===== config.mk =====
export PLATFORM = sky130hd
export DESIGN_NAME = http3_settings_payload_parser
export DESIGN_NICKNAME = d
export VERILOG_FILES = /design/src/design/h3sp_pkg.sv /design/src/design/h3sp_varint.sv /design/src/design/h3sp_store.sv /design/src/design/http3_settings_payload_parser.sv
export SDC_FILE = /design/constraint.sdc
export NUM_CORES = 1
export LEC_CHECK = 0
export ABC_CLOCK_PERIOD_IN_PS = 29100
export BUFFER_PORTS_ARGS = -buffer_cell sky130_fd_sc_hd__buf_2
export CAP_MARGIN = 30
export CORE_AREA = 2 2 224 226
export DETAILED_ROUTE_END_ITERATION = 10
export DIE_AREA = 0 0 226 228
export GPL_ROUTABILITY_DRIVEN = 0
export PLACE_DENSITY_LB_ADDON = 0.1
export SYNTH_ARGS = -nofsm -noshare
export SYNTH_HDL_FRONTEND = slang
export SYNTH_SLANG_ARGS = --single-unit

===== constraint.sdc =====
create_clock -name aclk -period 29.1 [get_ports aclk]
set_input_delay 5.82 -clock aclk [delete_from_list [all_inputs] [get_ports aclk]]
set_output_delay 5.82 -clock aclk [all_outputs]
set_load 0.01 [all_outputs]

===== src/design/h3sp_pkg.sv =====
// Shared types, codes and helpers for the HTTP/3 SETTINGS payload parser.
package h3sp_pkg;

    localparam int unsigned VARINT_W  = 62;
    localparam int unsigned LIMIT_W   = 64;
    localparam int unsigned STATUS_W  = 2;
    localparam int unsigned LEFT_W    = 3;
    localparam int unsigned IN_DATA_W = 8;
    localparam int unsigned OUT_RAW_W = VARINT_W + LIMIT_W + VARINT_W;
    localparam int unsigned OUT_DATA_W = ((OUT_RAW_W + 7) / 8) * 8;
    localparam int unsigned OUT_PAD_W  = OUT_DATA_W - OUT_RAW_W;

    localparam logic [STATUS_W-1:0] ST_OK    = 2'd0;
    localparam logic [STATUS_W-1:0] ST_DUP   = 2'd1;
    localparam logic [STATUS_W-1:0] ST_TRUNC = 2'd2;

    localparam logic [VARINT_W-1:0] ID_CAPACITY = 62'h01;
    localparam logic [VARINT_W-1:0] ID_SECTION  = 62'h06;
    localparam logic [VARINT_W-1:0] ID_BLOCKED  = 62'h07;

    localparam logic [LIMIT_W-1:0] LIMIT_DEFAULT = '1;

    typedef enum logic [1:0] {
        SET_NONE     = 2'd0,
        SET_CAPACITY = 2'd1,
        SET_SECTION  = 2'd2,
        SET_BLOCKED  = 2'd3
    } setting_t;

    // What the varint decoder reports to the settings store for one beat.
    typedef struct packed {
        logic                pair_done;
        setting_t            kind;
        logic [VARINT_W-1:0] value;
        logic                busy;
    } vi_evt_t;

    typedef struct packed {
        logic [VARINT_W-1:0] capacity;
        logic [LIMIT_W-1:0]  section_limit;
        logic [VARINT_W-1:0] blocked;
        logic [STATUS_W-1:0] status;
    } result_t;

    // Bytes still to come after the first byte of a varint.
    function automatic logic [LEFT_W-1:0] first_left(input logic [1:0] prefix);
        logic [LEFT_W-1:0] n;
        unique case (prefix)
            2'd0: n = 3'd0;
            2'd1: n = 3'd1;
            2'd2: n = 3'd3;
            default: n = 3'd7;
        endcase
        return n;
    endfunction

    function automatic setting_t classify(input logic [VARINT_W-1:0] id);
        setting_t k;
        if (id == ID_CAPACITY) begin
            k = SET_CAPACITY;
        end else if (id == ID_SECTION) begin
            k = SET_SECTION;
        end else if (id == ID_BLOCKED) begin
            k = SET_BLOCKED;
        end else begin
            k = SET_NONE;
        end
        return k;
    endfunction

endpackage


===== src/design/h3sp_varint.sv =====
// Varint decoder: assembles identifier and value varints one byte per beat.
module h3sp_varint (
    input  logic                                 aclk,
    input  logic                                 aresetn,
    input  logic                                 step,
    input  logic                                 take,
    input  logic                                 last,
    input  logic [h3sp_pkg::IN_DATA_W-1:0]       data_byte,
    output h3sp_pkg::vi_evt_t                    evt
);

    logic [h3sp_pkg::VARINT_W-1:0] accum_reg;
    logic [h3sp_pkg::VARINT_W-1:0] accum_next;
    logic [h3sp_pkg::LEFT_W-1:0]   left_reg;
    logic [h3sp_pkg::LEFT_W-1:0]   left_next;
    logic                          reading_reg;
    logic                          reading_next;
    logic [h3sp_pkg::VARINT_W-1:0] pending_id_reg;
    logic [h3sp_pkg::VARINT_W-1:0] pending_id_next;
    logic [h3sp_pkg::VARINT_W-1:0] acc_byte;
    logic [h3sp_pkg::LEFT_W-1:0]   left_byte;

    always_comb begin
        if (left_reg == '0) begin
            acc_byte  = {{(h3sp_pkg::VARINT_W-6){1'b0}}, data_byte[5:0]};
            left_byte = h3sp_pkg::first_left(data_byte[7:6]);
        end else begin
            acc_byte  = {accum_reg[h3sp_pkg::VARINT_W-9:0], data_byte};
            left_byte = left_reg - 3'd1;
        end
    end

    always_comb begin
        accum_next      = accum_reg;
        left_next       = left_reg;
        reading_next    = reading_reg;
        pending_id_next = pending_id_reg;
        evt.pair_done   = 1'b0;
        evt.kind        = h3sp_pkg::classify(pending_id_reg);
        evt.value       = acc_byte;
        if (take) begin
            left_next  = left_byte;
            accum_next = acc_byte;
            if (left_byte == '0) begin
                if (!reading_reg) begin
                    pending_id_next = acc_byte;
                    reading_next    = 1'b1;
                end else begin
                    evt.pair_done = 1'b1;
                    reading_next  = 1'b0;
                end
            end
        end
        // Still inside a varint, or an identifier waits for its value.
        evt.busy = (left_next != '0) || reading_next;
    end

    always_ff @(posedge aclk) begin
        if (!aresetn) begin
            left_reg    <= '0;
            reading_reg <= 1'b0;
        end else if (step) begin
            if (last) begin
                left_reg    <= '0;
                reading_reg <= 1'b0;
            end else begin
                left_reg    <= left_next;
                reading_reg <= reading_next;
            end
        end
    end

    always_ff @(posedge aclk) begin
        if (step) begin
            accum_reg      <= accum_next;
            pending_id_reg <= pending_id_next;
        end
    end

endmodule


===== src/design/h3sp_store.sv =====
// Settings store: keeps known settings, detects duplicates and forms the result.
module h3sp_store (
    input  logic                aclk,
    input  logic                aresetn,
    input  logic                step,
    input  logic                last,
    input  h3sp_pkg::vi_evt_t   evt,
    output logic                err_free,
    output h3sp_pkg::result_t   result
);

    logic [2:0]                          seen_reg;
    logic [2:0]                          seen_next;
    logic [h3sp_pkg::VARINT_W-1:0]       cap_reg;
    logic [h3sp_pkg::VARINT_W-1:0]       cap_next;
    logic [h3sp_pkg::LIMIT_W-1:0]        sect_reg;
    logic [h3sp_pkg::LIMIT_W-1:0]        sect_next;
    logic [h3sp_pkg::VARINT_W-1:0]       blk_reg;
    logic [h3sp_pkg::VARINT_W-1:0]       blk_next;
    logic [h3sp_pkg::STATUS_W-1:0]       err_reg;
    logic [h3sp_pkg::STATUS_W-1:0]       err_next;
    logic [2:0]                          bit_sel;
    logic [h3sp_pkg::STATUS_W-1:0]       status;

    assign err_free = (err_reg == h3sp_pkg::ST_OK);

    always_comb begin
        unique case (evt.kind)
            h3sp_pkg::SET_CAPACITY: bit_sel = 3'b001;
            h3sp_pkg::SET_SECTION:  bit_sel = 3'b010;
            h3sp_pkg::SET_BLOCKED:  bit_sel = 3'b100;
            default:                bit_sel = 3'b000;
        endcase
    end

    always_comb begin
        seen_next = seen_reg;
        cap_next  = cap_reg;
        sect_next = sect_reg;
        blk_next  = blk_reg;
        err_next  = err_reg;
        // pair_done is only raised on a beat that the decoder actually took.
        if (evt.pair_done && (bit_sel != 3'b000)) begin
            if ((seen_reg & bit_sel) != 3'b000) begin
                err_next = h3sp_pkg::ST_DUP;
            end else begin
                seen_next = seen_reg | bit_sel;
                unique case (evt.kind)
                    h3sp_pkg::SET_CAPACITY: cap_next = evt.value;
                    h3sp_pkg::SET_SECTION:
                        sect_next = {{(h3sp_pkg::LIMIT_W-h3sp_pkg::VARINT_W){1'b0}}, evt.value};
                    h3sp_pkg::SET_BLOCKED:  blk_next = evt.value;
                    default: ;
                endcase
            end
        end
    end

    always_comb begin
        status = err_next;
        if ((err_next == h3sp_pkg::ST_OK) && evt.busy) begin
            status = h3sp_pkg::ST_TRUNC;
        end
        result.status = status;
        if (status == h3sp_pkg::ST_OK) begin
            result.capacity      = cap_next;
            result.section_limit = sect_next;
            result.blocked       = blk_next;
        end else begin
            result.capacity      = '0;
            result.section_limit = h3sp_pkg::LIMIT_DEFAULT;
            result.blocked       = '0;
        end
    end

    always_ff @(posedge aclk) begin
        if (!aresetn) begin
            seen_reg <= '0;
            cap_reg  <= '0;
            sect_reg <= h3sp_pkg::LIMIT_DEFAULT;
            blk_reg  <= '0;
            err_reg  <= h3sp_pkg::ST_OK;
        end else if (step) begin
            if (last) begin
                seen_reg <= '0;
                cap_reg  <= '0;
                sect_reg <= h3sp_pkg::LIMIT_DEFAULT;
                blk_reg  <= '0;
                err_reg  <= h3sp_pkg::ST_OK;
            end else begin
                seen_reg <= seen_next;
                cap_reg  <= cap_next;
                sect_reg <= sect_next;
                blk_reg  <= blk_next;
                err_reg  <= err_next;
            end
        end
    end

endmodule


===== src/design/http3_settings_payload_parser.sv =====
// Top level of the HTTP/3 SETTINGS payload parser.
// A result goes to out_reg, and so to m_tdata/m_tuser, as its last beat leaves the input register.
// Throughput: one beat per cycle; the input register drains while the result waits.
// Only a last beat meeting an unread result stalls, until m_tready takes it.
// Reset (aresetn low, synchronous) empties both registers and restores the defaults.
module http3_settings_payload_parser (
    input  logic                              aclk,
    input  logic                              aresetn,
    input  logic                              s_tvalid,
    output logic                              s_tready,
    input  logic [h3sp_pkg::IN_DATA_W-1:0]    s_tdata,  // [7:0] data_byte
    input  logic                              s_tuser,  // [0] byte_valid
    input  logic                              s_tlast,  // end_of_payload
    output logic                              m_tvalid,
    input  logic                              m_tready,
    // [61:0] table_capacity, [125:62] field_section_limit,
    // [187:126] blocked_streams, [191:188] zero
    output logic [h3sp_pkg::OUT_DATA_W-1:0]   m_tdata,
    output logic [h3sp_pkg::STATUS_W-1:0]     m_tuser   // [1:0] status
);

    logic                            in_valid_reg;
    logic                            in_valid_next;
    logic [h3sp_pkg::IN_DATA_W-1:0]  in_byte_reg;
    logic                            in_bvalid_reg;
    logic                            in_last_reg;
    logic                            out_valid_reg;
    logic                            out_valid_next;
    h3sp_pkg::result_t               out_reg;
    h3sp_pkg::result_t               result;
    h3sp_pkg::vi_evt_t               evt;
    logic                            err_free;
    logic                            step;
    logic                            take;

    // A beat leaves the input register unless it is a last beat with the result slot full.
    assign step     = in_valid_reg && !(in_last_reg && out_valid_reg && !m_tready);
    assign take     = step && in_bvalid_reg && err_free;
    assign s_tready = !in_valid_reg || step;

    always_comb begin
        in_valid_next = in_valid_reg;
        if (s_tvalid && s_tready) begin
            in_valid_next = 1'b1;
        end else if (step) begin
            in_valid_next = 1'b0;
        end
        out_valid_next = out_valid_reg;
        if (step && in_last_reg) begin
            out_valid_next = 1'b1;
        end else if (m_tready) begin
            out_valid_next = 1'b0;
        end
    end

    always_ff @(posedge aclk) begin
        if (!aresetn) begin
            in_valid_reg  <= 1'b0;
            out_valid_reg <= 1'b0;
        end else begin
            in_valid_reg  <= in_valid_next;
            out_valid_reg <= out_valid_next;
        end
    end

    always_ff @(posedge aclk) begin
        if (s_tvalid && s_tready) begin
            in_byte_reg   <= s_tdata;
            in_bvalid_reg <= s_tuser;
            in_last_reg   <= s_tlast;
        end
        if (step && in_last_reg) begin
            out_reg <= result;
        end
    end

    h3sp_varint u_varint (
        .aclk      (aclk),
        .aresetn   (aresetn),
        .step      (step),
        .take      (take),
        .last      (in_last_reg),
        .data_byte (in_byte_reg),
        .evt       (evt)
    );

    h3sp_store u_store (
        .aclk     (aclk),
        .aresetn  (aresetn),
        .step     (step),
        .last     (in_last_reg),
        .evt      (evt),
        .err_free (err_free),
        .result   (result)
    );

    assign m_tvalid = out_valid_reg;
    assign m_tdata  = {{h3sp_pkg::OUT_PAD_W{1'b0}}, out_reg.blocked,
                       out_reg.section_limit, out_reg.capacity};
    assign m_tuser  = out_reg.status;

endmodule


; Word-level counts from Yosys, hierarchy flattened
; Index checks and enable logic that the tools add are counted.
[word_totals]
elab_cells = 99
input_bits = 14
out_inout_bits = 196
register_bits = 515
[op_classes]
eq_ne = 9
reduce_logical = 29
muxes = 39
add_sub_neg = 1
n_bitwise = 3
[op_table]
columns = cell, n
row1 = $mux W62, 9
row2 = $mux W64, 4
row3 = $eq A62 B3 Y1 const B, 2
row4 = $eq A62 B1 Y1 const B, 1
row5 = $mux W3, 6
row6 = $pmux W3 S3, 2
row7 = $mux W2, 7
row8 = $mux W1, 11
row9 = $logic_and A1 B1 Y1, 9
row10 = $reduce_bool A3 Y1, 3
row11 = $logic_not A2 Y1, 4
row12 = $eq A2 B2 Y1 const B, 3
row13 = $logic_not A3 Y1, 2
row14 = $reduce_bool A2 Y1, 3
row15 = $eq A2 B1 Y1 const B, 2
row16 = $reduce_and A4 Y1, 1
row17 = $and A3 B3 Y3, 1
row18 = $logic_not A1 Y1, 3
row19 = $or A3 B3 Y3, 1
row20 = $reduce_and A3 Y1, 1
row21 = $sub A3 B1 Y3 const B, 1
row22 = $logic_or A1 B1 Y1, 2
row23 = $ne A2 B2 Y1 const B, 1
row24 = $reduce_and A2 Y1, 1
row25 = $not A1 Y1, 1

; Depth between registers and ports, before layout
[depth]
depth_word = 14
ltp_mapped = 15
mapped_depth_nobuf = 12

; By module
; From an unflattened synthesis, not the netlist that was laid out.
[unflattened]
cells_unflattened = 1859
hier_area_um2 = 20659.8
[modules_own_cells]
columns = mod, area_each_um2, cells_per_inst, n_inst, seq_area_each_um2
row1 = h3sp_store, 10062.2, 1381, 1, 3863.7
row2 = http3_settings_payload_parser, 6168.4, 220, 1, 6045.8
row3 = h3sp_varint, 4429.2, 258, 1, 3563.4

; Least setup slack after synthesis
; Ideal clock, no wire load.
[synth_path]
path_kind = in2reg
start = in m_tready
end = reg u_store.seen_reg[1]
required_time_ns = 28.977
cell_stages = 8
setup_ns = 0.123
slack_ns = 13.753
t_arrival_ns = 15.224
n_path_buf = 3
cell_sequence = nand2b_1 -> nor2b_1 -> nor2b_1 -> clkbuf_1 -> clkbuf_1 -> buf_1 -> nand2_1 -> o31ai_1
[synth_between]
elab_chain_len = 10
[synth_rtl]
columns = item, line_no
row1 = from (decl), http3_settings_payload_parser.sv:15  ; input logic m_tready,
row2 = $logic_not A1 Y1 *, http3_settings_payload_parser.sv:37  ; assign step = in_valid_reg && !(in_last_reg && out_valid_reg && !m_tready);
row3 = $logic_and A1 B1 Y1 *, http3_settings_payload_parser.sv:37
row4 = $logic_not A1 Y1 *, http3_settings_payload_parser.sv:37
row5 = $logic_and A1 B1 Y1 *, http3_settings_payload_parser.sv:37
row6 = $logic_and A1 B1 Y1 (2 in a row), http3_settings_payload_parser.sv:38  ; assign take = step && in_bvalid_reg && err_free;
row7 = $mux W1, h3sp_varint.sv:41  ; if (take) begin
row8 = $logic_and A1 B1 Y1, h3sp_store.sv:43  ; if (evt.pair_done && (bit_sel != 3'b000)) begin
row9 = $reduce_bool A2 Y1 (no line), --
row10 = $reduce_and A3 Y1 (no line) *, --
row11 = to (signal assigned), h3sp_store.sv:91  ; seen_reg <= seen_next;
row12 = to (decl), h3sp_store.sv:12  ; logic [2:0] seen_reg;
; Mark *: on every way between the ends. The rest lies on a longest branch, timed or not.
; A chain may end at the register's enable or synchronous reset.

; Final worst setup path
[layout_path]
start = in m_tready
end = out s_tready
[layout_between]
elab_chain_len = 5
[layout_rtl]
columns = item, line_no
row1 = $logic_not A1 Y1, http3_settings_payload_parser.sv:37
row2 = $logic_and A1 B1 Y1, http3_settings_payload_parser.sv:37
row3 = $logic_not A1 Y1, http3_settings_payload_parser.sv:37
row4 = $logic_and A1 B1 Y1, http3_settings_payload_parser.sv:37
row5 = $logic_or A1 B1 Y1, http3_settings_payload_parser.sv:39  ; assign s_tready = !in_valid_reg || step;
row6 = to (decl), http3_settings_payload_parser.sv:10  ; output logic s_tready,
; No other way between the ends.

==> results.ini <==
[status]
outcome = finished clean

[route]
routed_wl_um = 47880
detail_route.iter0.violations = 854
vias = 12520
antenna_left = 0
drt_pre_antenna_iters = 5
avgViaCountPerCell = 5.002
wire_per_inst_um = 19.13
drc = 0

[cts]
cts_tree = yes
cts_setup_buffers = 0
h-tree-depth = 2
postCtsHoldBufs = 0
clock_latency_ns = 0.60
cts_resized = 0
clk_pin_slew_ns = 0.06
cts_buffer_depth = 3
ctsRootBufferMaster = clkbuf_16
numCtsBuffers = 53
clock-sinks = 515

[synthesis]
synth-simple-area-share_pct = 16.10
synth_mux_area_share_pct = 3.242
ys_seq_area_share_pct = 69.26
netlist_area_um2 = 19450
synth_edf_count = 316
syn_avg_cell_area_um2 = 11.66
yosys.area.top_type_share_pct = 48.78
synthArstFlopShare_pct = 0
synth_compound_area_share_pct = 6.779
ys_warn_count = 0
synth_xor_xnor_area_share_pct = 0
synthAdderAreaFrac_pct = 0.1930
post-synth-top-area-cell = edfxtp_1
synth-main-ff-cell = edfxtp_1
yosysUniqueCellTypes = 45
synth_seq_cells = 515
synth.top_cells.by_area = edfxtp_1, dfxtp_1, nand2_1
syn_inst = 1669
synth_top_family_by_area = simple AND/OR/NAND/NOR gates

[placement]
dp_hpwl_um = 28640
dp_slack_ns = 16.73
port_buffers = 205
dpl_cell_area_um2 = 20770

[critical_path]
critPathMaxStageDelay_ns = 0.32
cpMaxStageDelayCell = or2_2
worstSetupPathType = input port to output port
critPathRequiredTime_ns = 23.28
worstPathCellList = buf_2 -> nand2b_1 -> or2_2 -> buf_2
critPathLaunchType = input port
cp-end-kind = output port
crit_path_frequent_cell = buf_2
cp_top_family = simple AND/OR/NAND/NOR gates
crit_arrival_ns = 6.54
critPathBufInv = 2
cp_max_fo = 3

[timing]
rsz0062_at_grt = no
relSlewSlack_pct = 38.90
setup_ws_ns = 16.74
fin_tns_setup_ns = 0
drv_slew = 0
final_hold_viol_count = 0
period_needed_ns = 12.36
skew_ns = 0.01834
worst_slew_pin_slew_ns = 0.9165
setup-violations-final = 0
fmax_mhz = 80.91
fin_crit_sh_pct = 42.47

[min_path]
holdCritPathClass = register to register

[floorplanning]
fp.dieH_um = 228
start_util_pct = 39.42
core_um2 = 49350
die_x_um = 226
num_io_pins = 210
dieArea_um2 = 51530
rows = 82

[power]
peakVddDrop_mv = 0.04127
internal_power_mw = 1.156
p_total_mw = 1.472
swShare_pct = 21.46
p_leak_nw = 7.997
combPwrFrac_pct = 3.0
power_density_nw_per_um2 = 65.51
p_clk_share_pct = 44.0
p_sw_uw = 316.0
seq_power_share_pct = 53.0

[layout]
num_antenna_cells = 0
drive_above_1_share_pct = 17.37
nets = 1803
area_growth_pct = 15.53
largest_reg_flops = 188
fin_area_um2 = 22470
final_common_cell = nand2_1
layout_common_cells = nand2_1, edfxtp_1, buf_2, dfxtp_1
multiInputGateArea_um2 = 5190
seqCellArea_um2 = 13470
nFillCells = 4489

[grt]
groute.usage.overall_pct = 18.43
gr-total-overflow = 0
grt_pass1_wl_um = 72390
grt_pass1_vias = 12030
grt_max_degree = 78
antenna_found_initial = 1

[job]
drv_cap = 0

[cells in the mapped netlist, drive strengths merged (2+ instances only)]
| library cell | n |
|---|---|
| nand3 | 127 |
| a21boi | 3 |
| and3b | 2 |
| nor4 | 21 |
| nor2b | 8 |
| nand2b | 5 |
| nor2 | 6 |
| and3 | 4 |
| buf | 61 |
| and4 | 3 |
| a22oi | 3 |
| dfxtp | 199 |
| clkbuf | 109 |
| nor3 | 5 |
| nor3b | 3 |
| edfxtp | 316 |
| mux2i | 63 |
| o21ai | 2 |
| inv | 8 |
| nand4 | 7 |
| a21oi | 126 |
| a31oi | 2 |
| and2 | 59 |
| nand2 | 448 |
| ha | 3 |
| o31ai | 3 |
| a22o | 64 |
[cell type report]
type,instances,share of cell area (%)
clock buffers,89,7.093
repair buffers,229,5.745
inverters,8,0.1336
well taps,672,3.741
multi-input cells,979,23.09
flip-flops and latches,515,59.95
clock inverters,11,0.2450
[logic make-up (layout without fill, tap and decap cells)]
kind of cell | count (synthesis) | count (layout)
flops | 515 | 515
buf+inv | 178 | 337
compound gates | 207 | 207
simple gates | 702 | 702
mux | 63 | 63
other cells | 1 | 4
fa+ha+maj | 3 | 3
[stage by stage]
step	utilization (%)	instances	hold slack, ns
after floorplan	-	1672	0.4282
after global placement	41.95	2398	0.4363
after detailed placement	42.09	2401	0.4414
after CTS	45.43	2501	0.4491
after global routing	45.54	2503	0.4626
final	45.54	2503	0.4480
[tightest hold or removal path: stages, from the launching register on]
cell	delay (ns)
dfxtp_1	0.31
nand3_1	0.06
nand2_1	0.04
[power by group through the flow]
| stage | clock network (mW) | logic (mW) | registers, mW |
|---|---|---|---|
| after floorplan | 0 | 0.0308 | 0.798 |
| after global placement | 0 | 0.0437 | 0.796 |
| after detailed placement | 0 | 0.0454 | 0.796 |
| after CTS | 0.665 | 0.0455 | 0.780 |
| after global routing | 0.694 | 0.0487 | 0.780 |
| final | 0.648 | 0.0445 | 0.780 |
[per-layer routing]
| metal | share of wire [%] | track usage, % |
|---|---|---|
| met1 | 46 | 25.62 |
| met5 | 0.027 | 0 |
| met2 | 48 | 29.79 |
| met4 | 1.8 | 4.636 |
| met3 | 4.4 | 3.387 |
[worst paths after layout]
kind	slack, ns	to	depth (start not counted)	from
worst max-delay path	16.74	s_tready	4	m_tready
worst min-delay path	0.45	u_store.cap_reg[61]	2	u_store.cap_reg[61]
worst max register to register	24.55	m_tdata[145]	14	u_varint.left_reg[0]
worst min register to register	0.45	u_store.cap_reg[61]	2	u_store.cap_reg[61]
Note: power is estimated with default switching activity, not from simulation.
